===== src/rtl/lrs_ram.sv =====
module lrs_ram #(
	parameter int WIDTH = 8,
	parameter int DEPTH = 16
) (
	input  logic                     clk,
	input  logic                     we,
	input  logic [$clog2(DEPTH)-1:0] waddr,
	input  logic [WIDTH-1:0]         wdata,
	input  logic [$clog2(DEPTH)-1:0] raddr,
	output logic [WIDTH-1:0]         rdata
);

	logic [WIDTH-1:0] mem [DEPTH];

	// write port and registered read port
	always_ff @(posedge clk) begin
		if (we)
			mem[waddr] <= wdata;
		rdata <= mem[raddr];
	end

endmodule


===== config.mk =====
export PLATFORM = sky130hd
export DESIGN_NAME = lrs_ram
export DESIGN_NICKNAME = d
export VERILOG_FILES = /design/src/rtl/lrs_ram.sv
export SDC_FILE = /design/constraint.sdc
export NUM_CORES = 1
export LEC_CHECK = 0
export ABC_CLOCK_PERIOD_IN_PS = 2160
export BUFFER_PORTS_ARGS = -buffer_cell sky130_fd_sc_hd__buf_2
export CORE_AREA = 2 2 122 172
export CTS_CLUSTER_DIAMETER = 50
export DETAILED_ROUTE_END_ITERATION = 8
export DIE_AREA = 0 0 124 174
export GPL_ROUTABILITY_DRIVEN = 0
export SLEW_MARGIN = 15
export SYNTH_ARGS = -nofsm -noshare
export SYNTH_HDL_FRONTEND = slang
export SYNTH_SLANG_ARGS = --single-unit

===== constraint.sdc =====
create_clock -name clk -period 2.16 [get_ports clk]
set_input_delay 0.432 -clock clk [delete_from_list [all_inputs] [get_ports clk]]
set_output_delay 0.432 -clock clk [all_outputs]
set_load 0.03 [all_outputs]

After elaboration in Yosys (flattened, before gate mapping)
Memory sizes are Yosys's and may differ from the RTL's. A register that Yosys moved wholly into a read port is not among the register bits.
Cells that the tools add are included.
{"block": "totals", "ff_bits": 0, "ramBits": 128, "word_cells": 3, "n_memories": 1}
{"block": "classes", "muxes": 2}
{"name": "mem", "depth": 16, "width": 8, "rd": 1, "rd_clocked_by_memory_dff": 1, "wr": 1, "line": "13", "rtl": "logic [WIDTH-1:0] mem [DEPTH];"}
{"op": "2-to-1 mux 1 bit", "n": 2}

Longest topological paths before layout
Gate-level depths: netlist of run 1.
{"block": "depth", "depth_word": 2, "depth_mapped": 5, "depth_no_buf": 3}

Worst setup path after synthesis of run 1
No wires, ideal clock.
{"block": "synth_path", "kind": "input to register", "start": "in waddr[2]", "end": "mem mem[0][0] (enable)", "setup_time_ns": 0.383, "arrival_ns": 1.542, "required_time_ns": 1.777, "setup_slack_ns": 0.235, "stages": 2, "path_cell_list": "or3b_2 > nor3_1"}
{"element": "start, declared", "line": "7", "rtl": "input logic [$clog2(DEPTH)-1:0] waddr,"}
{"element": "end, declared", "line": "13"}
No word-level cell before the write port.

==> impl_metrics.csv, run 1 <==
group,metric,value,unit
clock_tree,clk_pin_slew,0.06,ns
clock_tree,cts.sinks,136,
floorplanning,ios,26,
clock_tree,cts_hold_buf,0,
critical_path,cp.required,2.45,ns
detailed_routing,avgRoutedWirePerCell,18.07,um
yosys,syn_nets,247,
timing,grt_setup_unrepaired,"no",
layout,syn_to_final_growth,21.34,%
timing,min_period,1.513,ns
yosys,async_flop_share,0,%
yosys,synth_area,0.005147,mm^2
power_and_ir_drop,finalPower,5.948,mW
global_route,grt_pass1_vias,2612,
timing,slew_violations,0,
timing,fin_ws,0.6469,ns
floorplanning,fp.dieW,124,um
floorplanning,fp.dieH,174,um
worst_hold_path,hp-class,"in2reg",
timing,tightest_slew,0.3768,ns
timing,fmax,660.9,MHz
yosys,synth-edff-count,128,
layout,drive_gt1_share,30.20,%
job,maxCapViolCount,0,
yosys,ys_types,19,
detailed_routing,postRouteAntennaNets,0,
place,pre_cts_ws,0.2148,ns
timing,skew,0.005994,ns
detailed_routing,drc,0,
yosys,syn_area_per_cell,22.48,um^2
clock_tree,numCtsBuffers,17,
yosys,synth-seq-cells,136,
global_route,grt_max_degree,33,
critical_path,cp-start-kind,"input port",
yosys,synth.top_cells.by_area,"edfxtp_1 (75%), mux4_2 (7.9%), mux4_1 (7.1%), dfxtp_1 (3.1%), a22oi_1 (2.3%)",
yosys,synth_common_cells,"edfxtp_1 (128), mux4_2 (18), a22oi_1 (16)",
clock_tree,cts_tree,"yes",
yosys,yosys.area.top_type_share,74.67,%
power_and_ir_drop,vdd_ir_drop_max,490.8,uV
power_and_ir_drop,p_leak,2.080,nW
critical_path,critPathArrivalTime,1.81,ns
floorplanning,core_area,0.02017,mm^2
critical_path,path_class,"in2reg",
detailed_routing,first_pass_iters,4,
floorplanning,core.rowCount,62,
clock_tree,cts_htree_levels,4,
timing,post-route-period-util,70.05,%
clock_tree,clock_latency,0.41,ns
yosys,yosysTopAreaCell,"edfxtp_1",
outcome,status,"completed",
detailed_routing,wirelength,10.01,mm
timing,slew_headroom,74.88,%
clock_tree,cts_setup_buffers,0,
clock_tree,cts_max_path_buffers,2,
layout,antennaDiodeCount,0,
global_route,track_usage,10.20,%
yosys,synth.most_common_cell,"edfxtp_1",
layout,fin_nets,303,
floorplanning,dieArea,0.02158,mm^2
critical_path,worstPathMaxFanout,10,
critical_path,end_kind,"flop",
clock_tree,root_buffer,"clkbuf_16",
place,portBuffers,25,
clock_tree,cts_resized,0,
detailed_routing,avgViaCountPerCell,4.262,
global_route,antenna_found_initial,0,
timing,hold_violations,0,
layout,final_cell_area,0.006246,mm^2
detailed_routing,vias,2361,
timing,fin_hold_ws,0.3957,ns
place,dpl.hpwl,6.929,mm
yosys,ys_warn_count,0,
floorplanning,start_util,25.52,%
yosys,netlist_instances,229,
global_route,gr-total-overflow,0,
timing,tns,0,ns
detailed_routing,drt_iter0_drc,224,
global_route,grt_pass1_wl,15.68,mm
timing,finalSetupViolations,0,
place,dpl-instance-area,0.005697,mm^2
yosys,synthFlopType,"edfxtp_1",
power_and_ir_drop,p_per_area,952.3,mW/mm^2
yosys,synth_seq_area_share,77.78,%
[logic make-up after synthesis]
family,Yosys count,synth area share [%]
flops,136,77.78
mux,32,15.02
compound gates,16,2.334
buf+inv,10,1.677
simple gates,35,3.184
[layout make-up]
type,count,area (um^2)
clock buffers,22,444.2
clock inverters,10,105.1
fillers,1951,13920
multi-input cells,83,1057
flip-flops and latches,136,4004
well taps,256,320.3
repair buffers,47,315.3
[where the power goes]
part | internal, mW | leakage, nW | switching, mW
registers | 2.95 | 1.22 | 0.0192
logic | 0.122 | 0.596 | 0.183
clock network | 1.68 | 0.261 | 0.991
[layout by cell type (no fill, tap or decap), drive strengths merged]
cell type,count
edfxtp,128
buf,47
mux4,32
clkbuf,22
a22oi,16
nor2,13
nand2,9
dfxtp,8
clkinv,6
nor3,4
nand3b,2
nand2b,2
clkinvlp,2
bufinv,2
nor2b,1
and2,1
and2b,1
nand3,1
or3b,1
[per-stage QoR]
step           std cells  util, %
4_1_cts              554    30.97
3_5_place_dp         522    28.24
6_report             554    30.97
2_1_floorplan        229        -
5_1_grt              554    30.97
3_3_place_gp         522    28.24
[metal layers]
layer  routed length (um)  vias to the layer above  part of all wire, %  global-route usage (%)
li1                     -                     1084                    -                       -
met1                 4183                     1209                   42                   12.35
met2                 5380                       59                   54                   17.03
met3                  331                        9                  3.3                   3.215
met4                  114                        0                  1.1                   3.464
met5                    0                        -                    0                       0
[worst paths after layout]
check	slack, ns	from	to	depth (start not counted)
max	0.65	raddr[0]	rdata[2]	5
min	0.40	wdata[5]	mem[13][5]	1
max reg2reg	0.77	mem[5][1]	rdata[1]	3
min reg2reg	0.67	mem[15][2]	rdata[2]	3
[critical path, cell delays in order]
cell and delay, ns:
buf_2 0.18, buf_4 0.27, mux4_1 0.61, a22oi_1 0.22
nand2_1 0.09
[sequential cells by signal (all words and copies together), names as in the netlist]
register and count:
mem 128, rdata 8
Note: power is estimated with default switching activity, not from simulation.
==> run 2, diff against run 1 <==
--- a/config.mk
+++ b/config.mk
@@ -5,7 +5,7 @@
 export SDC_FILE = /design/constraint.sdc
 export NUM_CORES = 1
 export LEC_CHECK = 0
-export ABC_CLOCK_PERIOD_IN_PS = 2160
+export ABC_CLOCK_PERIOD_IN_PS = 1420
 export BUFFER_PORTS_ARGS = -buffer_cell sky130_fd_sc_hd__buf_2
 export CORE_AREA = 2 2 122 172
 export CTS_CLUSTER_DIAMETER = 50
==> constraint.sdc (replaced) <==
create_clock -name clk -period 1.42 [get_ports clk]
set_input_delay 0.284 -clock clk [delete_from_list [all_inputs] [get_ports clk]]
set_output_delay 0.284 -clock clk [all_outputs]
set_load 0.03 [all_outputs]
==> impl_metrics.csv, run 2 (synthesis results as in run 1) <==
group,metric,value,unit
detailed_routing,drt_iter0_drc,179,
detailed_routing,avgRoutedWirePerCell,18.67,um
critical_path,worstPathMaxFanout,1,
floorplanning,ios,26,
clock_tree,cts_setup_buffers,0,
detailed_routing,first_pass_iters,5,
power_and_ir_drop,p_per_area,1484,mW/mm^2
detailed_routing,avgViaCountPerCell,4.435,
timing,hold_violations,0,
timing,post-route-period-util,94.03,%
timing,min_period,1.335,ns
layout,final_cell_mix,"edfxtp_1 (128), buf_2 (25), buf_4 (25)",
timing,slew_violations,0,
layout,layout.core_utilization,31.72,%
clock_tree,cts_hold_buf,0,
critical_path,end_kind,"flop",
layout,top_register,"mem",
detailed_routing,drc,0,
layout,fin_nets,310,
clock_tree,cts_tree,"yes",
place,portBuffers,25,
place,dpl-instance-area,0.005789,mm^2
global_route,grt_max_degree,17,
clock_tree,root_buffer,"clkbuf_16",
detailed_routing,postRouteAntennaNets,0,
critical_path,r2r_slack,0.08,ns
timing,fin_hold_ws,0.2622,ns
place,pre_cts_ws,-0.2630,ns
layout,largest_reg_flops,128,
layout,final_cell_area,0.006399,mm^2
detailed_routing,vias,2488,
clock_tree,clk_pin_slew,0.06,ns
floorplanning,core.rowCount,62,
global_route,grt_pass1_wl,16.17,mm
worst_hold_path,whs_path_depth,1,
critical_path,critPathArrivalTime,1.62,ns
detailed_routing,wirelength,10.48,mm
floorplanning,core_area,0.02017,mm^2
timing,fin_ws,0.08472,ns
outcome,status,"completed",
critical_path,worstReg2RegEnd,"rdata[5]",
clock_tree,numCtsBuffers,17,
clock_tree,cts_htree_levels,4,
layout,final_common_cell,"edfxtp_1",
clock_tree,cts_resized,0,
worst_hold_path,hp-class,"in2reg",
layout,fillers,1922,
layout,drive_gt1_share,34.75,%
global_route,gr-total-overflow,0,
floorplanning,fp.dieW,124,um
timing,grt_setup_unrepaired,"no",
timing,slew_headroom,49.73,%
critical_path,cp.required,1.70,ns
critical_path,cp-start-kind,"flop",
layout,syn_to_final_growth,24.31,%
place,dpl.hpwl,7.313,mm
job,maxCapViolCount,0,
power_and_ir_drop,vdd_ir_drop_max,676.2,uV
floorplanning,dieArea,0.02158,mm^2
layout,largestRegisters,"mem: 128 flops, rdata: 8 flops",
global_route,grt_pass1_vias,2674,
timing,tightest_slew,0.7526,ns
floorplanning,start_util,25.52,%
clock_tree,clock_latency,0.41,ns
layout,antennaDiodeCount,0,
timing,finalSetupViolations,0,
critical_path,reg2reg_depth,3,
power_and_ir_drop,p_leak,2.159,nW
critical_path,path_class,"reg2reg",
floorplanning,fp.dieH,174,um
worst_hold_path,min_to,"mem[7][6]",
critical_path,reg2reg_from,"mem[1][5]",
worst_hold_path,min_from,"wdata[6]",
clock_tree,cts_max_path_buffers,2,
global_route,track_usage,10.48,%
global_route,antenna_found_initial,0,
clock_tree,cts.sinks,136,
timing,skew,0.006025,ns
timing,fmax,748.9,MHz
## run 2: cell types whose count changed in the layout (fill, tap and decap cells not counted)
cell	before	now
buf_12	2	4
buf_4	20	25
bufinv_16	2	4
clkbuf_1	5	1
clkinv_1	3	1
clkinv_2	2	5
clkinv_4	1	0
clkinvlp_4	2	3
inv_6	0	1
nor3_1	4	1
nor3_2	0	3
## run 2: cell type report
class / count / area [um^2] / area share, %
Timing Repair Buffer: 54 / 392.9 / 6.140
Clock buffer: 18 / 429.2 / 6.707
Clock inverter: 14 / 180.2 / 2.816
Tap cell: 256 / 320.3 / 5.006
Sequential cell: 136 / 4004 / 62.57
Multi-Input combinational cell: 83 / 1072 / 16.76
## run 2: worst max-delay path by stage
stage              start         to  slack, ns  depth (start not counted)
2_1_floorplan   waddr[2]  mem[3][0]      -0.13                          2
3_3_place_gp    raddr[0]   rdata[5]      -0.26                          5
3_5_place_dp    raddr[0]   rdata[5]      -0.26                          5
4_1_cts        mem[1][5]   rdata[5]       0.06                          3
5_1_grt        mem[1][5]   rdata[5]      0.004                          3
6_report       mem[1][5]   rdata[5]       0.08                          3
## run 2: per-stage QoR
stage | std cells | power [mW] | setup TNS (ns)
after detailed placement | 529 | 5.110 | -5.738
after CTS | 561 | 9.587 | 0
after floorplan | 229 | 4.876 | -4.032
after global placement | 529 | 5.090 | -4.938
after global routing | 561 | 9.788 | 0
final | 561 | 9.499 | 0
## run 2: where the power goes
part | total (mW) | switching (mW) | internal, mW
sequential | 4.53 | 0.0383 | 4.49
combinational | 0.492 | 0.289 | 0.204
clock | 4.48 | 1.56 | 2.92
## run 2: worst max-delay path, cell delays in order, from the launching register on
cell      delay (ns)
edfxtp_1        0.37
mux4_1          0.51
a22oi_1         0.21
nand2_1         0.12
## run 2: per-layer routing
metal	GRT usage (%)	part of all wire [%]	vias up
li1	-	-	1097
met1	12.14	41	1288
met2	17.77	53	81
met3	3.018	4.2	22
met4	4.635	2.3	0
met5	0	0	-
