File: src/rtl/lrs_pkg.sv
package lrs_pkg;

	localparam int KEY_WIDTH  = 32;
	localparam int DIGIT_BITS = 8;
	localparam int CAPACITY   = 64;

	localparam int BINS       = 1 << DIGIT_BITS;
	localparam int PASSES     = (KEY_WIDTH + DIGIT_BITS - 1) / DIGIT_BITS;
	localparam int HIST_DEPTH = PASSES * BINS;
	localparam int HIST_AW    = $clog2(HIST_DEPTH);
	localparam int CNT_W      = $clog2(CAPACITY + 1);
	localparam int IDX_W      = $clog2(CAPACITY);
	localparam int PASS_W     = (PASSES > 1) ? $clog2(PASSES) : 1;
	localparam int HS_W       = $clog2(PASSES + 1);
	localparam int FIELD_W    = 32;
	localparam int ITEM_W     = 2 * FIELD_W;

	localparam logic [FIELD_W-1:0] KEY_MASK =
		(KEY_WIDTH >= FIELD_W) ? {FIELD_W{1'b1}} : FIELD_W'((64'd1 << KEY_WIDTH) - 64'd1);

	// final sorted set sits in bank 1 when the pass count is odd
	localparam logic OUT_BANK = 1'(PASSES % 2);

	typedef struct packed {
		logic                we;
		logic [IDX_W-1:0]    waddr;
		logic [ITEM_W-1:0]   wdata;
		logic [IDX_W-1:0]    raddr;
	} store_req_t;

	typedef struct packed {
		logic                we;
		logic [HIST_AW-1:0]  waddr;
		logic [CNT_W-1:0]    wdata;
		logic [HIST_AW-1:0]  raddr;
	} hist_req_t;

	// digit of a key for one pass, zero above the key word
	function automatic logic [DIGIT_BITS-1:0] digit_of(input logic [FIELD_W-1:0] k,
			input logic [PASS_W-1:0] p);
		int sh;
		sh = int'(p) * DIGIT_BITS;
		if (sh >= FIELD_W)
			return '0;
		return DIGIT_BITS'(k >> sh);
	endfunction

	function automatic logic [HIST_AW-1:0] hist_addr(input logic [PASS_W-1:0] p,
			input logic [DIGIT_BITS-1:0] d);
		return HIST_AW'((HIST_AW'(p) << DIGIT_BITS) | HIST_AW'(d));
	endfunction

endpackage

File: src/rtl/lrs_seq.sv
module lrs_seq
	import lrs_pkg::*;
(
	input  logic              clk,
	input  logic              arst_n,
	input  logic              s_tvalid,
	output logic              s_tready,
	input  logic [ITEM_W-1:0] s_tdata,
	input  logic              s_tlast,
	output logic              m_tvalid,
	input  logic              m_tready,
	output logic [ITEM_W-1:0] m_tdata,
	output logic              m_tlast,
	output logic              m_tuser,
	output store_req_t        b0_req,
	output store_req_t        b1_req,
	output hist_req_t         h_req,
	input  logic [ITEM_W-1:0] b0_rdata,
	input  logic [ITEM_W-1:0] b1_rdata,
	input  logic [CNT_W-1:0]  h_rdata
);

	typedef enum logic [9:0] {
		ST_CLEAR  = 10'b0000000001,
		ST_LOAD   = 10'b0000000010,
		ST_HIST   = 10'b0000000100,
		ST_PREFIX = 10'b0000001000,
		ST_SRD    = 10'b0000010000,
		ST_SHR    = 10'b0000100000,
		ST_SWR    = 10'b0001000000,
		ST_ORD    = 10'b0010000000,
		ST_OLD    = 10'b0100000000,
		ST_OWAIT  = 10'b1000000000
	} state_t;

	state_t              state_q;
	logic [CNT_W-1:0]    cnt_q;
	logic [CNT_W-1:0]    idx_q;
	logic                ovf_q;
	logic                last_q;
	logic [FIELD_W-1:0]  key_q;
	logic [HS_W-1:0]     hs_q;
	logic [HIST_AW-1:0]  hcnt_q;
	logic                pf_done_q;
	logic [CNT_W-1:0]    sum_q;
	logic [PASS_W-1:0]   pass_q;
	logic [ITEM_W-1:0]   item_q;
	logic                out_v_q;
	logic [ITEM_W-1:0]   out_data_q;
	logic                out_last_q;
	logic                out_ovf_q;
	logic                hv_s1;
	logic [HIST_AW-1:0]  haddr_s1;

	logic                acc;
	logic                room;
	logic [FIELD_W-1:0]  in_key;
	logic [ITEM_W-1:0]   src_rdata;
	logic [ITEM_W-1:0]   out_rdata;
	logic                idx_end;
	logic [HIST_AW-1:0]  item_haddr;
	logic [PASS_W-1:0]   hs_pass;

	assign s_tready   = (state_q == ST_LOAD);
	assign acc        = s_tvalid && s_tready;
	assign room       = (cnt_q < CNT_W'(CAPACITY));
	assign in_key     = s_tdata[FIELD_W-1:0] & KEY_MASK;
	assign src_rdata  = pass_q[0] ? b1_rdata : b0_rdata;
	assign out_rdata  = OUT_BANK ? b1_rdata : b0_rdata;
	assign idx_end    = (CNT_W'(idx_q + CNT_W'(1)) == cnt_q);
	assign item_haddr = hist_addr(pass_q, digit_of(item_q[FIELD_W-1:0], pass_q));
	assign hs_pass    = PASS_W'(hs_q);

	assign m_tvalid = out_v_q;
	assign m_tdata  = out_data_q;
	assign m_tlast  = out_last_q;
	assign m_tuser  = out_ovf_q;

	// drive memory ports for each phase
	always_comb begin
		b0_req = '0;
		b1_req = '0;
		h_req  = '0;
		unique case (state_q)
			ST_CLEAR: begin
				h_req.we    = 1'b1;
				h_req.waddr = hcnt_q;
			end
			ST_LOAD: begin
				b0_req.we    = acc && room;
				b0_req.waddr = cnt_q[IDX_W-1:0];
				b0_req.wdata = {s_tdata[ITEM_W-1:FIELD_W], in_key};
			end
			ST_HIST: begin
				h_req.raddr = hist_addr(hs_pass, digit_of(key_q, hs_pass));
				h_req.we    = hv_s1;
				h_req.waddr = haddr_s1;
				h_req.wdata = CNT_W'(h_rdata + CNT_W'(1));
			end
			ST_PREFIX: begin
				h_req.raddr = hcnt_q;
				h_req.we    = hv_s1;
				h_req.waddr = haddr_s1;
				h_req.wdata = (haddr_s1[DIGIT_BITS-1:0] == '0) ? '0 : sum_q;
			end
			ST_SRD: begin
				b0_req.raddr = idx_q[IDX_W-1:0];
				b1_req.raddr = idx_q[IDX_W-1:0];
			end
			ST_SHR: begin
				h_req.raddr = hist_addr(pass_q, digit_of(src_rdata[FIELD_W-1:0], pass_q));
			end
			ST_SWR: begin
				b0_req.we    = pass_q[0];
				b1_req.we    = !pass_q[0];
				b0_req.waddr = h_rdata[IDX_W-1:0];
				b1_req.waddr = h_rdata[IDX_W-1:0];
				b0_req.wdata = item_q;
				b1_req.wdata = item_q;
				h_req.we     = 1'b1;
				h_req.waddr  = item_haddr;
				h_req.wdata  = CNT_W'(h_rdata + CNT_W'(1));
			end
			ST_ORD: begin
				b0_req.raddr = idx_q[IDX_W-1:0];
				b1_req.raddr = idx_q[IDX_W-1:0];
			end
			ST_OLD, ST_OWAIT: begin
			end
			default: begin
			end
		endcase
	end

	// payload registers
	always_ff @(posedge clk) begin
		if (acc)
			key_q <= in_key;
		if (state_q == ST_SHR)
			item_q <= src_rdata;
		if (state_q == ST_OLD) begin
			out_data_q <= out_rdata;
			out_last_q <= idx_end;
			out_ovf_q  <= ovf_q;
		end
		haddr_s1 <= h_req.raddr;
	end

	// sequence load, histogram, prefix, scatter, output and clear
	always_ff @(posedge clk or negedge arst_n) begin
		if (!arst_n) begin
			state_q   <= ST_CLEAR;
			cnt_q     <= '0;
			idx_q     <= '0;
			ovf_q     <= 1'b0;
			last_q    <= 1'b0;
			hs_q      <= '0;
			hcnt_q    <= '0;
			pf_done_q <= 1'b0;
			sum_q     <= '0;
			pass_q    <= '0;
			out_v_q   <= 1'b0;
			hv_s1     <= 1'b0;
		end else begin
			hv_s1 <= 1'b0;
			unique case (state_q)
				ST_CLEAR: begin
					hcnt_q <= HIST_AW'(hcnt_q + HIST_AW'(1));
					if (hcnt_q == HIST_AW'(HIST_DEPTH - 1)) begin
						cnt_q   <= '0;
						ovf_q   <= 1'b0;
						state_q <= ST_LOAD;
					end
				end
				ST_LOAD: begin
					hcnt_q    <= '0;
					pf_done_q <= 1'b0;
					sum_q     <= '0;
					if (acc) begin
						last_q <= s_tlast;
						if (room) begin
							cnt_q   <= CNT_W'(cnt_q + CNT_W'(1));
							hs_q    <= '0;
							state_q <= ST_HIST;
						end else begin
							ovf_q <= 1'b1;
							if (s_tlast)
								state_q <= ST_PREFIX;
						end
					end
				end
				ST_HIST: begin
					if (hs_q != HS_W'(PASSES)) begin
						hv_s1 <= 1'b1;
						hs_q  <= HS_W'(hs_q + HS_W'(1));
					end else if (!hv_s1) begin
						state_q <= last_q ? ST_PREFIX : ST_LOAD;
					end
				end
				ST_PREFIX: begin
					if (!pf_done_q) begin
						hv_s1  <= 1'b1;
						hcnt_q <= HIST_AW'(hcnt_q + HIST_AW'(1));
						if (hcnt_q == HIST_AW'(HIST_DEPTH - 1))
							pf_done_q <= 1'b1;
					end
					// accumulate the running sum, restart at each pass
					if (hv_s1) begin
						if (haddr_s1[DIGIT_BITS-1:0] == '0)
							sum_q <= h_rdata;
						else
							sum_q <= CNT_W'(sum_q + h_rdata);
					end
					if (pf_done_q && !hv_s1) begin
						pass_q  <= '0;
						idx_q   <= '0;
						state_q <= ST_SRD;
					end
				end
				ST_SRD: state_q <= ST_SHR;
				ST_SHR: state_q <= ST_SWR;
				ST_SWR: begin
					if (idx_end) begin
						idx_q <= '0;
						if (pass_q == PASS_W'(PASSES - 1)) begin
							state_q <= ST_ORD;
						end else begin
							pass_q  <= PASS_W'(pass_q + PASS_W'(1));
							state_q <= ST_SRD;
						end
					end else begin
						idx_q   <= CNT_W'(idx_q + CNT_W'(1));
						state_q <= ST_SRD;
					end
				end
				ST_ORD: state_q <= ST_OLD;
				ST_OLD: begin
					out_v_q <= 1'b1;
					state_q <= ST_OWAIT;
				end
				ST_OWAIT: begin
					if (m_tready) begin
						out_v_q <= 1'b0;
						if (out_last_q) begin
							hcnt_q  <= '0;
							state_q <= ST_CLEAR;
						end else begin
							idx_q   <= CNT_W'(idx_q + CNT_W'(1));
							state_q <= ST_ORD;
						end
					end
				end
				default: state_q <= ST_CLEAR;
			endcase
		end
	end

endmodule

File: config.mk
export PLATFORM = sky130hd
export DESIGN_NAME = lrs_seq
export DESIGN_NICKNAME = d
export VERILOG_FILES = /design/src/rtl/lrs_pkg.sv /design/src/rtl/lrs_seq.sv
export SDC_FILE = /design/constraint.sdc
export NUM_CORES = 1
export LEC_CHECK = 0
export ABC_AREA = 0
export BUFFER_PORTS_ARGS = -buffer_cell sky130_fd_sc_hd__buf_2
export CAP_MARGIN = 10
export CELL_PAD_IN_SITES_DETAIL_PLACEMENT = 1
export CELL_PAD_IN_SITES_GLOBAL_PLACEMENT = 2
export CORE_UTILIZATION = 28
export CTS_CLUSTER_SIZE = 40
export DETAILED_ROUTE_END_ITERATION = 7
export PLACE_DENSITY = 0.76
export REMOVE_ABC_BUFFERS = 1
export SYNTH_ARGS = -nofsm -noshare
export SYNTH_HDL_FRONTEND = slang
export SYNTH_SLANG_ARGS = --single-unit
File: constraint.sdc
create_clock -name clk -period 4.9 [get_ports clk]
set_input_delay 1.225 -clock clk [delete_from_list [all_inputs] [get_ports clk]]
set_output_delay 1.225 -clock clk [all_outputs]
set_load 0.01 [all_outputs]
After elaboration in Yosys (flattened, before gate mapping)

Index checks and enable logic that the tools add are counted.

$mul: 0
Add/sub/neg operators: 7
Order comparisons: 3
Eq/ne operators: 30
Reduce and logical (&&, ||, !) cells: 26
Shifts and indexed selects: 3
Bitwise operators: 3
Divide/modulo/power cells: 0
Multiplexer cells: 68

Operators with widths:

| operator                | number |
|---|---|
| $pmux W71 S2            | 1 |
| $mux W10                | 12 |
| $pmux W10 S10           | 1 |
| $shr A32 B5 Y8          | 3 |
| $mux W8                 | 9 |
| $mux W71                | 1 |
| $mux W7                 | 10 |
| $mux W64                | 1 |
| $pmux W7 S2             | 3 |
| $pmux W10 S4            | 1 |
| $pmux W11 S3            | 1 |
| $or A10 B8 Y10          | 3 |
| $pmux W10 S3            | 1 |
| $ne A2 B2 Y1 const B    | 13 |
| $reduce_and A4 Y1       | 6 |
| $add A7 B1 Y7 const B   | 3 |
| $pmux W7 S3             | 1 |
| $eq A10 B10 Y1 const B  | 2 |
| $ge A5 B6 Y1 const B    | 2 |
| $mux W1                 | 12 |
| $add A10 B1 Y10 const B | 1 |
| $eq A10 B1 Y1 const B   | 1 |
| $eq A10 B2 Y1 const B   | 1 |
| $eq A10 B3 Y1 const B   | 1 |
| other kinds (31)        | 50 |

Word-level logic and storage cells: 158
Bits in registers: 223
Bits in read-only memories: 0
RAM bits: 0
Memories: 0
Input port bits: 204
Latch bits: 0
Output and inout bits: 250

Longest topological paths before layout

Gate-level depths: netlist of run 1.

Depth in word-level cells: 7
Mapped depth: 9
Mapped depth without buffers: 8

Least setup slack after synthesis of run 1

No wires, ideal clock.

Path type: flip-flop to output port
From: register state_q[1]
To: output port h_req[0] (netlist bit)
Stages on the path, launching flop included: 8
Slack: 18 ps
Buffers on the path: 2
Required time: 3675 ps
Arrival time: 3657 ps
Cells stage by stage: dfrtp_1 buf_6 nor4_4 nand2_1 nor2_1 clkbuf_1 a22oi_1 nand2_1

RTL lines:

| item                   | RTL line       | RTL |
|---|---|---|
| start, declared        | lrs_seq.sv:36  | `state_t state_q;` |
| start signal, assigned | lrs_seq.sv:197 | `state_q <= last_q ? ST_PREFIX : ST_LOAD;` |
| end, declared          | lrs_seq.sv:17  | `output hist_req_t h_req,` |

==> reports/metrics.sh, run 1 <==
SYN_AREA_PER_CELL_SQ_UM=12.6
SYNTH_ENABLE_FLOP_CELLS=162
FINALNETCOUNT=1552
DR.PASS1.ITERS=5
CRIT_FANOUT=83
FMAXACHIEVABLE_MHz=228
DETAIL_ROUTE.DRC_VIOLATIONS=0
PERIOD_NEEDED_NS=4.40
P_SW_SHARE_PCT=22.1
CLKTRANSATPATHREGS_NS=0.06
R2R_SETUP_SLACK_NS=2.07
SWITCHING_POWER_uW=909
FINAL.HOLD.WORST_SLACK_NS=0.483
GRT_PASS1_VIAS=9907
RSZ0062_AT_GRT='no'
SYNTH-WARNING-COUNT=0
DRT_WL_TOTAL_MM=44.8
IOPINCOUNT=454
CTS.HOLD.BUFFERS_ADDED=0
MAPPEDNETLISTAREA_SQ_UM=11200
YOSYS.CELL_TYPES.COUNT=69
DRT-WIRELENGTH-PER-CELL_MICRONS=23.9
SYNTH_SIMPLE_GATE_AREA_SHARE_PCT=13.4
POST_SYNTHESIS_SHARE_OF_CELL_AREA_SPENT_ON_XOR_AND_XNOR_GATES_PCT=2.74
POSTROUTEANTENNANETS=0
CELLLEAKAGEPOWER_uW=0.00712
CLOCK_PATH_BUFFERS=3
WORSTMARGINPINSLEW_NS=0.919
WORST_EP_ARRIVAL_TIME_NS=3.17
P_COMB_SHARE_PCT=4.4
STATUS='finished, final reports clean'
GRT_REMAINING_OVERFLOW=0
TIMING.CLOCK.SKEW_NS=0.0176
HIGHEST-SIGNAL-LAYER='met5'
PLACEMENT.IO_BUFFERS=453
SYNTH_COMPOUND_AREA_SHARE_PCT=11.0
SYNTH-ADDER-AREA-SHARE_PCT=1.63
CLOCK_LATENCY_NS=0.56
COREAREA_SQ_UM=39000
SYNTHARSTFLOPSHARE_PCT=22.9
FINAL_CRITICAL_PATH_SHARE_OF_THE_CLOCK_PERIOD_PCT=89.7
DIE_HEIGHT_MICRONS=202
SEQ_POWER_SHARE_PCT=49.2
FP.DIEAREA_SQ_UM=40800
WORST_SETUP_PATH_START_KIND='register'
POST_SYNTH_INST_COUNT=888
YOSYS_REGISTER_BITS=223
ITERATION_0_DRC_COUNT_OF_THE_DETAILED_ROUTER=537
CTS_TREE='built'
GRT_ANTENNA_BEFORE_REPAIR=12
FINAL_MAX_SLEW_VIOLATION_COUNT=0
AREA.GROWTH.SYNTH_TO_FINAL_PCT=32.9
MOST_USED_DFF_POST_SYNTH='edfxtp_1'
CLOCK_BUFFERS_CREATED_BY_TRITONCTS=27
WORST_EP_REQUIRED_TIME_NS=3.67
FLOORPLAN.ROWS=72
TIMING.MAX_CAP.VIOLATIONS=0
POST_DETAILED_PLACEMENT_HALF_PERIMETER_WIRELENGTH_MM=34.5
CLK_ROOT_BUF='clkbuf_16'
POSTCTSSETUPREPAIRBUFS=0
GROUTE.USAGE.OVERALL_PCT=21.5
POWER_PER_CELL_AREA_nW_PER_UM2=277
YS_SEQ_AREA_SHARE_PCT=56.7
FINAL.FILL_COUNT=4403
SYNTH_TOP_FAMILY_BY_AREA='simple AND/OR/NAND/NOR gates'
FIN_TNS_SETUP_NS=0
TIMING.HOLD.WORST.CLASS='reg2reg'
SETUP_VIOL_COUNT_FINAL=0
CTS-HTREE-LEVELS=1
MAX-VDD-IR-DROP_uV=257
ROUTE.MET2.WL_MM=23.7
MUXSHAREOFSYNTHAREA_PCT=11.6
CRIT_TYPE='reg2out'
DRT-MET1-WL_MM=16.9
SHARE_OF_CELLS_ABOVE_DRIVE_STRENGTH_1_PCT=45.6
GRT_MAX_DEGREE=84
ROUTED_VIA_DENSITY=4.95
MAX-SLEW-MARGIN-REL_PCT=38.7
TOTALPOWERFINAL_uW=4120
POST_CTS.RESIZED_INSTANCES=0
FINAL_NUMBER_OF_HOLD_VIOLATING_ENDPOINTS=0
INITIAL_CORE_UTIL_PCT=28.7
DIEWIDTH_MICRONS=202
GRT_FIRST_PASS_WIRELENGTH_MM=65.1
CELL_INTERNAL_PWR_uW=3210
MET3_WIRELENGTH_MM=2.96
FINALWEIGHTEDCONGESTION=0.889
CLOCK-SINKS=223
CLOCK_POWER_SHARE_PCT=46.5
ROUTED-VIA-COUNT=9311
END_KIND='output port'
## path summary, 6_finish.rpt
kind,start,end,cells past startpoint
setup / recovery,state_q[1]$_DFFE_PN0P_,h_req[10],5
max in group asynchronous,arst_n,sum_q[3]$_DFFE_PN0P_,2
hold / removal,ovf_q$_DFFE_PN0P_,m_tuser$_DFFE_PP_,0
setup reg to reg,state_q[7]$_DFFE_PN0P_,state_q[3]$_DFFE_PN0P_,7
hold reg to reg,ovf_q$_DFFE_PN0P_,m_tuser$_DFFE_PP_,0
min in group asynchronous,arst_n,cnt_q[1]$_DFFE_PN0P_,1
## critical path: stages, from the launching register on
cell	delay, ns
dfrtp_1	0.48
nor4_4	0.49
and3_4	0.84
nor2_1	0.26
o21ai_0	0.26
buf_2	0.17
## routing by layer
metal | vias up | GRT usage (%)
met3 | 58 | 5.77
met4 | 6 | 6.36
met5 | - | 0
met2 | 309 | 39.3
met1 | 4714 | 24.2
li1 | 4224 | -
## metrics by stage
stage	setup WS, ns	instance area (sq um)	instances	utilization, %
after floorplan	-1.00	10900	833	-
after global placement	1.10	14000	1823	36.0
after detailed placement	1.08	14000	1823	36.0
after CTS	0.467	14900	1871	38.1
after global routing	0.330	14900	1877	38.1
final	0.505	14900	1880	38.1
## synth_stat cells, drive strengths merged, types with 7 or more instances
cell type / number / area, sq um
dfxtp: 10 / 200
nor4: 10 / 105
a22oi: 15 / 113
nand2: 72 / 273
edfxtp: 162 / 4860
nor2: 35 / 134
a222oi: 7 / 70.1
nand3: 28 / 158
a21oi: 14 / 70.1
and2: 78 / 488
mux4: 24 / 541
mux2: 64 / 721
ha: 13 / 163
dfrtp: 50 / 1250
buf: 22 / 130
inv: 21 / 78.8
xor2: 18 / 158
clkbuf: 33 / 125
nand4: 9 / 56.3
a21o: 74 / 556
and3: 8 / 50.1
o21ai: 36 / 180
nor3: 11 / 60.1
xnor2: 17 / 149
## sequential cells by signal (all words and copies together), names as in the netlist, 7 cells and up
name	count
hcnt_q	10
haddr_s1	10
m_tdata	64
key_q	32
item_q	64
sum_q	7
cnt_q	7
state_q	10
idx_q	7
## power groups by stage
| stage | Combinational (uW) | Clock (uW) | Sequential [uW] |
|---|---|---|---|
| after CTS | 180 | 1960 | 2030 |
| after global placement | 174 | 0 | 2060 |
| final | 179 | 1910 | 2030 |
| after floorplan | 46.2 | 0 | 2070 |
| after global routing | 194 | 2020 | 2030 |
| after detailed placement | 178 | 0 | 2060 |
## cell type report
class	count	area, sq um	area share (%)
antenna	9	22.5	0.151
tap	518	648	4.36
inverter	21	81.3	0.547
clock inverter	13	97.6	0.656
clock buffer	35	726	4.88
timing repair buffer	472	2420	16.3
multi-input combinational	589	4530	30.5
sequential	223	6350	42.7
## cells in the final DEF (no fill, tap or decap), drive strengths merged, types with 13 or more instances in the layout
master,Yosys,layout
and2,78,78
buf,22,472
o21ai,36,36
mux4,24,24
nor2,35,35
dfrtp,50,50
a22oi,15,15
clkbuf,33,35
inv,21,20
xor2,18,18
a21oi,14,14
a21o,74,74
nand3,28,28
mux2,64,64
xnor2,17,17
edfxtp,162,162
ha,13,13
nand2,72,72
clkinv,0,13
## kinds of logic (layout without fill, tap and decap cells)
| family | after synthesis | in the layout |
|---|---|---|
| buffers and inverters | 76 | 541 |
| flip-flops | 223 | 223 |
| adder cells (fa/ha/maj) | 14 | 14 |
| other | 0 | 9 |
| AND/OR/NAND/NOR | 275 | 275 |
| XOR/XNOR | 35 | 35 |
| AO/OA/AOI/OAI | 173 | 173 |
| multiplexers | 92 | 92 |
(Power assumes the default switching activity.)
==> run 2, diff against run 1 <==
- GPL_TIMING_DRIVEN: not set -> 0
==> run 2 against run 1 <==
Compared with the run above:
- worst setup slack lost 0.25 ns
- first-iteration DRC count down 22%
- routed wire length decreased by 3.5%
- die area stayed put
- power increased by 5.8%
- final cell count down 0.59%
- core utilization is 0.47 points higher
- hold slack improved by 0.019 ns
- critical path depth rose by 2
- sequential share of layout area shrank 0.51 points
- via count shrank 2.6%
- register-to-register slack lost 0.44 ns
==> reports/metrics.sh, run 2 (synthesis results as in run 1) <==
STATUS='finished, final reports clean'
MOSTFREQUENTLAYOUTCELLS='buf_2 (453), edfxtp_1 (162), and2_1 (78), a21o_1 (74), nand2_1 (71)'
DRT_WL_TOTAL_MM=43.3  # -3.5%
ROUTED-VIA-COUNT=9072  # -2.6%
CRIT_TYPE='reg2out'
CLOCK_BUFFERS_CREATED_BY_TRITONCTS=28  # +3.7%
SETUP_VIOL_COUNT_FINAL=0  # unchanged
P_COMB_SHARE_PCT=4.0  # -0.4 points
INITIAL_CORE_UTIL_PCT=28.7  # unchanged
FIN_TNS_SETUP_NS=0  # unchanged
COREAREA_SQ_UM=39000  # unchanged
GRT_FIRST_PASS_WIRELENGTH_MM=63.3  # -2.8%
END_KIND='output port'
RSZ0062_AT_GRT='no'
CLK_ROOT_BUF='clkbuf_16'
FINALNETCOUNT=1543  # -0.58%
POST_DETAILED_PLACEMENT_HALF_PERIMETER_WIRELENGTH_MM=33.4  # -3.0%
CLOCK_LATENCY_NS=0.58  # +0.02 ns
GRT_PASS1_VIAS=9795  # -1.1%
P_SW_SHARE_PCT=21.5  # -0.61 points
FP.DIEAREA_SQ_UM=40800  # unchanged
STDCELL_AREA_SQ_UM=15100  # +1.2%
DR.PASS1.ITERS=5  # unchanged
WORST_SETUP_PATH_START_KIND='register'
MAX-SLEW-MARGIN-REL_PCT=37.9  # -0.85 points
HIGHEST-SIGNAL-LAYER='met5'
FMAXACHIEVABLE_MHz=215  # -5.5%
DIEWIDTH_MICRONS=202  # unchanged
LEADING_CELL_TYPE_IN_THE_LAYOUT_FILL_AND_TAPS_EXCLUDED='buf_2'
PLACEMENT.CELL_AREA_SQ_UM=14100  # +0.32%
DETAIL_ROUTE.DRC_VIOLATIONS=0  # unchanged
SEQ_POWER_SHARE_PCT=46.5  # -2.7 points
POWER_PER_CELL_AREA_nW_PER_UM2=290  # +4.5%
GRT_REMAINING_OVERFLOW=0  # unchanged
FINALWEIGHTEDCONGESTION=0.860  # -3.3%
FINAL_NUMBER_OF_HOLD_VIOLATING_ENDPOINTS=0  # unchanged
WORST_EP_ARRIVAL_TIME_NS=3.42  # +0.25 ns
SHARE_OF_CELLS_ABOVE_DRIVE_STRENGTH_1_PCT=45.5  # -0.094 points
POSTROUTEANTENNANETS=0  # unchanged
IOPINCOUNT=454  # unchanged
DIE_HEIGHT_MICRONS=202  # unchanged
GROUTE.USAGE.OVERALL_PCT=20.8  # -0.70 points
WORSTMARGINPINSLEW_NS=0.932  # +0.0128 ns
CRIT_FANOUT=10  # -88%
WORST_EP_REQUIRED_TIME_NS=3.67  # about the same
PERIOD_NEEDED_NS=4.65  # +0.254 ns
FINAL.HOLD.WORST_SLACK_NS=0.503  # +0.0195 ns
ROUTED_VIA_DENSITY=4.85  # -2.0%
CLKTRANSATPATHREGS_NS=0.06  # about the same
ROUTE.MET2.WL_MM=22.8  # -3.9%
CLOCK_PATH_BUFFERS=3  # unchanged
TIMING.HOLD.WORST.CLASS='reg2reg'
FINAL_MAX_SLEW_VIOLATION_COUNT=0  # unchanged
GRT_ANTENNA_BEFORE_REPAIR=8  # -4
CTS.HOLD.BUFFERS_ADDED=0  # unchanged
CLOCK-SINKS=223  # unchanged
DRT-MET1-WL_MM=15.9  # -6.4%
TIMING.MAX_CAP.VIOLATIONS=0  # unchanged
TIMING.CLOCK.SKEW_NS=0.0378  # +0.0202 ns
CELL_INTERNAL_PWR_uW=3420  # +6.6%
GRT_MAX_DEGREE=84  # unchanged
PLACEMENT.IO_BUFFERS=453  # unchanged
SWITCHING_POWER_uW=936  # +2.9%
CTS_TREE='built'
ITERATION_0_DRC_COUNT_OF_THE_DETAILED_ROUTER=419  # -22%
CELLLEAKAGEPOWER_uW=0.00717  # +0.70%
DRT-WIRELENGTH-PER-CELL_MICRONS=23.1  # -2.9%
MAX-VDD-IR-DROP_uV=252  # -2.0%
CLOCK_POWER_SHARE_PCT=49.5  # +3.0 points
FLOORPLAN.ROWS=72  # unchanged
MET3_WIRELENGTH_MM=3.09  # +4.2%
CTS-HTREE-LEVELS=1  # unchanged
AREA.GROWTH.SYNTH_TO_FINAL_PCT=34.5
FINAL_CRITICAL_PATH_SHARE_OF_THE_CLOCK_PERIOD_PCT=94.9  # +5.2 points
## run 2: final cells by class
type                            count  area (sq um)
Timing Repair Buffer              462          2470
Sequential cell                   223          6350
Antenna cell                        4          10.0
Clock inverter                     17           204
Tap cell                          518           648
Fill cell                        4394         23900
Multi-Input combinational cell    589          4540
Inverter                           21          83.8
Clock buffer                       35           757
## run 2: metrics by stage
stage               util [%]  instances  setup slack [ns]  total power (uW)
global route            38.6       1868            0.0283              4490
finish                  38.6       1869             0.251              4360
detailed placement      36.1       1813             0.562              2240
CTS                     38.6       1865             0.209              4410
floorplan                  -        833             -1.00              2110
global placement        35.5       1804             -3.73              2230
## run 2: final timing paths
kind / start / to / slack [ns] / cells past startpoint
setup reg to reg: state_q[7]$_DFFE_PN0P_ / key_q[2]$_DFFE_PN_ / 1.63 / 6
hold / removal: ovf_q$_DFFE_PN0P_ / m_tuser$_DFFE_PP_ / 0.50 / 0
setup / recovery: state_q[7]$_DFFE_PN0P_ / h_req[27] / 0.25 / 7
hold reg to reg: ovf_q$_DFFE_PN0P_ / m_tuser$_DFFE_PP_ / 0.50 / 0
min in group asynchronous: arst_n / hcnt_q[3]$_DFFE_PN0P_ / 0.59 / 1
max in group asynchronous: arst_n / state_q[0]$_DFFE_PN1P_ / 3.67 / 2
## run 2: power groups by stage
stage | combinational, uW | sequential, uW | clock (uW)
2_1_floorplan | 46.2 | 2070 | 0
3_5_place_dp | 174 | 2060 | 0
6_report | 173 | 2030 | 2160
4_1_cts | 175 | 2030 | 2210
5_1_grt | 190 | 2020 | 2270
3_3_place_gp | 166 | 2060 | 0
## run 2: timing repair
item | CTS | global route
endpoints found under the setup margin | 4 | 0
setup buffers | 0 | 0
resized for setup | 1 | 0
## run 2: metal layers
| metal | GRT usage [%] | vias up |
|---|---|---|
| met1 | 22.7 | 4508 |
| met4 | 7.09 | 4 |
| met3 | 6.18 | 68 |
| met2 | 38.0 | 299 |
| met5 | 0 | - |
| li1 | - | 4193 |
## run 2: worst max-delay path, stage by stage (launching register included)
cell and delay (ns):
dfrtp_1 0.48, nor4_4 0.67, nand3_1 0.37, a21oi_1 0.74, buf_6 0.24, nand2_1 0.08
nand3_1 0.13, buf_2 0.16
==> run 3, diff against run 2 <==
==> constraint.sdc (replaced) <==
create_clock -name clk -period 4.9 [get_ports clk]
set_input_delay 0.735 -clock clk [delete_from_list [all_inputs] [get_ports clk]]
set_output_delay 0.735 -clock clk [all_outputs]
set_load 0.01 [all_outputs]
==> run 3 against run 2 <==
Compared with the run above:
- flip-flop and latch count stayed put
- clock-buffer cell count stayed put
- non-clock buffer count stayed put
- sequential power hardly changed
- clock power hardly changed
- global-route usage stayed put
- cell area hardly changed
- worst setup slack better by 0.27 ns
- sequential share of layout area hardly changed
- register-to-register slack hardly changed
- core utilization hardly changed
- largest cell class unchanged
==> reports/metrics.sh, run 3 (synthesis results as in run 1) <==
STATUS='finished, final reports clean'
GRT_MAX_DEGREE=84  # unchanged
FINAL_MAX_SLEW_VIOLATION_COUNT=0  # unchanged
CTS-HTREE-LEVELS=1  # unchanged
MOSTFREQUENTLAYOUTCELLS='buf_2 (453), edfxtp_1 (162), and2_1 (78), a21o_1 (74), nand2_1 (71)'
RSZ0062_AT_GRT='no'
GRT_PASS1_VIAS=9794  # -0.010%
FP.DIEAREA_SQ_UM=40800  # unchanged
FINAL.FILL_COUNT=4394  # unchanged
GROUTE.USAGE.OVERALL_PCT=20.8  # unchanged
FINALNETCOUNT=1543  # unchanged
CTS_TREE='built'
ITERATION_0_DRC_COUNT_OF_THE_DETAILED_ROUTER=441  # +5.3%
DP_SLACK_NS=1.05  # +0.490 ns
GR-USAGE-MET2_PCT=38.0  # unchanged
ROUTED_VIA_DENSITY=4.87  # +0.35%
GRT_FIRST_PASS_WIRELENGTH_MM=63.3  # unchanged
END_KIND='output port'
GLOBALROUTEMET1UTIL_PCT=22.7  # unchanged
CLKTRANSATPATHREGS_NS=0.06  # about the same
INITIAL_CORE_UTIL_PCT=28.7  # unchanged
GRT_REMAINING_OVERFLOW=0  # unchanged
POSTCTSSETUPREPAIRBUFS=0  # unchanged
R2R_END='key_q[2]$_DFFE_PN_'
POST_CTS.RESIZED_INSTANCES=0  # -1
PLACEMENT.IO_BUFFERS=453  # unchanged
DRT_WL_TOTAL_MM=43.3  # about the same
FINALWEIGHTEDCONGESTION=0.860  # unchanged
FLOORPLAN.ROWS=72  # unchanged
TIMING.MAX_CAP.VIOLATIONS=0  # unchanged
POST_DETAILED_PLACEMENT_HALF_PERIMETER_WIRELENGTH_MM=33.4  # unchanged
FINAL_CRITICAL_PATH_SHARE_OF_THE_CLOCK_PERIOD_PCT=89.3  # -5.6 points
GRT_ANTENNA_BEFORE_REPAIR=8  # unchanged
WORSTREG2REGSTART='state_q[7]$_DFFE_PN0P_'
DIEWIDTH_MICRONS=202  # unchanged
AREA.GROWTH.SYNTH_TO_FINAL_PCT=34.5  # about the same
TIMING.CLOCK.SKEW_NS=0.0417  # +0.00386 ns
POWER_PER_CELL_AREA_nW_PER_UM2=290  # about the same
MAX-SLEW-MARGIN-REL_PCT=27.6  # -10 points
FINAL-INSTANCE-COUNT-EXCL-FILL=1869  # unchanged
TIMING.HOLD.WORST.CLASS='in2async'
DRT-WIRELENGTH-PER-CELL_MICRONS=23.2  # about the same
STDCELL_AREA_SQ_UM=15100  # about the same
CELLLEAKAGEPOWER_uW=0.00717  # about the same
CLOCK_LATENCY_NS=0.58  # about the same
WORST_EP_ARRIVAL_TIME_NS=3.64  # +0.22 ns
BUSIEST_LAYER='met2'
CTS.HOLD.BUFFERS_ADDED=0  # unchanged
FMAXACHIEVABLE_MHz=228  # +6.2%
FINALWORSTSETUPSLACK_NS=0.523  # +0.272 ns
R2R_SETUP_SLACK_NS=1.63  # about the same
GLOBALROUTEMET3UTIL_PCT=6.18  # unchanged
TIMING.REG2REG.WORST_PATH_DEPTH=6  # unchanged
SETUP_VIOL_COUNT_FINAL=0  # unchanged
DIE_HEIGHT_MICRONS=202  # unchanged
PERIOD_NEEDED_NS=4.38  # -0.272 ns
COREAREA_SQ_UM=39000  # unchanged
MAX-VDD-IR-DROP_uV=255  # +1.0%
ROUTED-VIA-COUNT=9104  # +0.35%
WORST_SETUP_PATH_START_KIND='register'
WORST_EP_REQUIRED_TIME_NS=4.16  # +0.49 ns
IOPINCOUNT=454  # unchanged
WORSTMARGINPINSLEW_NS=1.09  # +0.153 ns
DETAIL_ROUTE.DRC_VIOLATIONS=0  # unchanged
SHARE_OF_CELLS_ABOVE_DRIVE_STRENGTH_1_PCT=45.5  # unchanged
CLOCK-SINKS=223  # unchanged
LEADING_CELL_TYPE_IN_THE_LAYOUT_FILL_AND_TAPS_EXCLUDED='buf_2'
CLK_ROOT_BUF='clkbuf_16'
POSTROUTEANTENNANETS=0  # unchanged
CRIT_FANOUT=17  # +7
CLOCK_PATH_BUFFERS=3  # unchanged
CRIT_TYPE='reg2out'
DR.PASS1.ITERS=5  # unchanged
FINAL.HOLD.WORST_SLACK_NS=0.0989  # -0.404 ns
FINAL_NUMBER_OF_HOLD_VIOLATING_ENDPOINTS=0  # unchanged
POST-PLACE-CELLS=1813  # unchanged
CLOCK_BUFFERS_CREATED_BY_TRITONCTS=28  # unchanged
PLACEMENT.CELL_AREA_SQ_UM=14100  # unchanged
-- run 3: how the worst max path moves through the flow --
| stage | startpoint | end |
|---|---|---|
| after global routing | state_q[7]$_DFFE_PN0P_ | h_req[16] |
| final | state_q[7]$_DFFE_PN0P_ | h_req[15] |
| after global placement | state_q[1]$_DFFE_PN0P_ | h_req[0] |
| after CTS | state_q[7]$_DFFE_PN0P_ | h_req[13] |
| after detailed placement | state_q[7]$_DFFE_PN0P_ | h_req[13] |
| after floorplan | state_q[1]$_DFFE_PN0P_ | h_req[0] |
-- run 3: metrics by stage --
stage | setup TNS (ns) | utilization [%] | power, uW
2_1_floorplan | -3.69 | - | 2110
3_3_place_gp | -190.28 | 35.5 | 2230
3_5_place_dp | 0 | 36.1 | 2240
4_1_cts | 0 | 38.5 | 4410
5_1_grt | 0 | 38.6 | 4490
6_report | 0 | 38.6 | 4360
-- run 3: where the power goes --
part	switching (uW)	leakage (uW)	internal [uW]
Clock	857	0.000473	1300
Sequential	0	0.00215	2030
Combinational	80.6	0.00455	92.9
-- run 3: area by class of cell --
class	count	area, sq um	area share [%]
inverter	21	83.8	0.557
clock inverter	17	204	1.35
clock buffer	35	757	5.03
multi-input combinational	589	4540	30.1
timing repair buffer	462	2470	16.4
antenna	4	10.0	0.0665
tap	518	648	4.31
sequential	223	6350	42.2
-- run 3: critical path: stages (launching register included) --
cell	delay, ns
dfrtp_1	0.48
nor4_4	0.67
nand3_1	0.34
nor2_2	0.92
nor2_1	0.26
o21ai_0	0.26
buf_2	0.17
-- run 3: routing by layer --
metal	share of wire (%)	routed length, microns	vias to the layer above
met4	3.4	1460	4
met3	7.0	3030	65
met2	53	22900	305
met1	37	15800	4541
met5	0.074	32	-
li1	-	-	4189
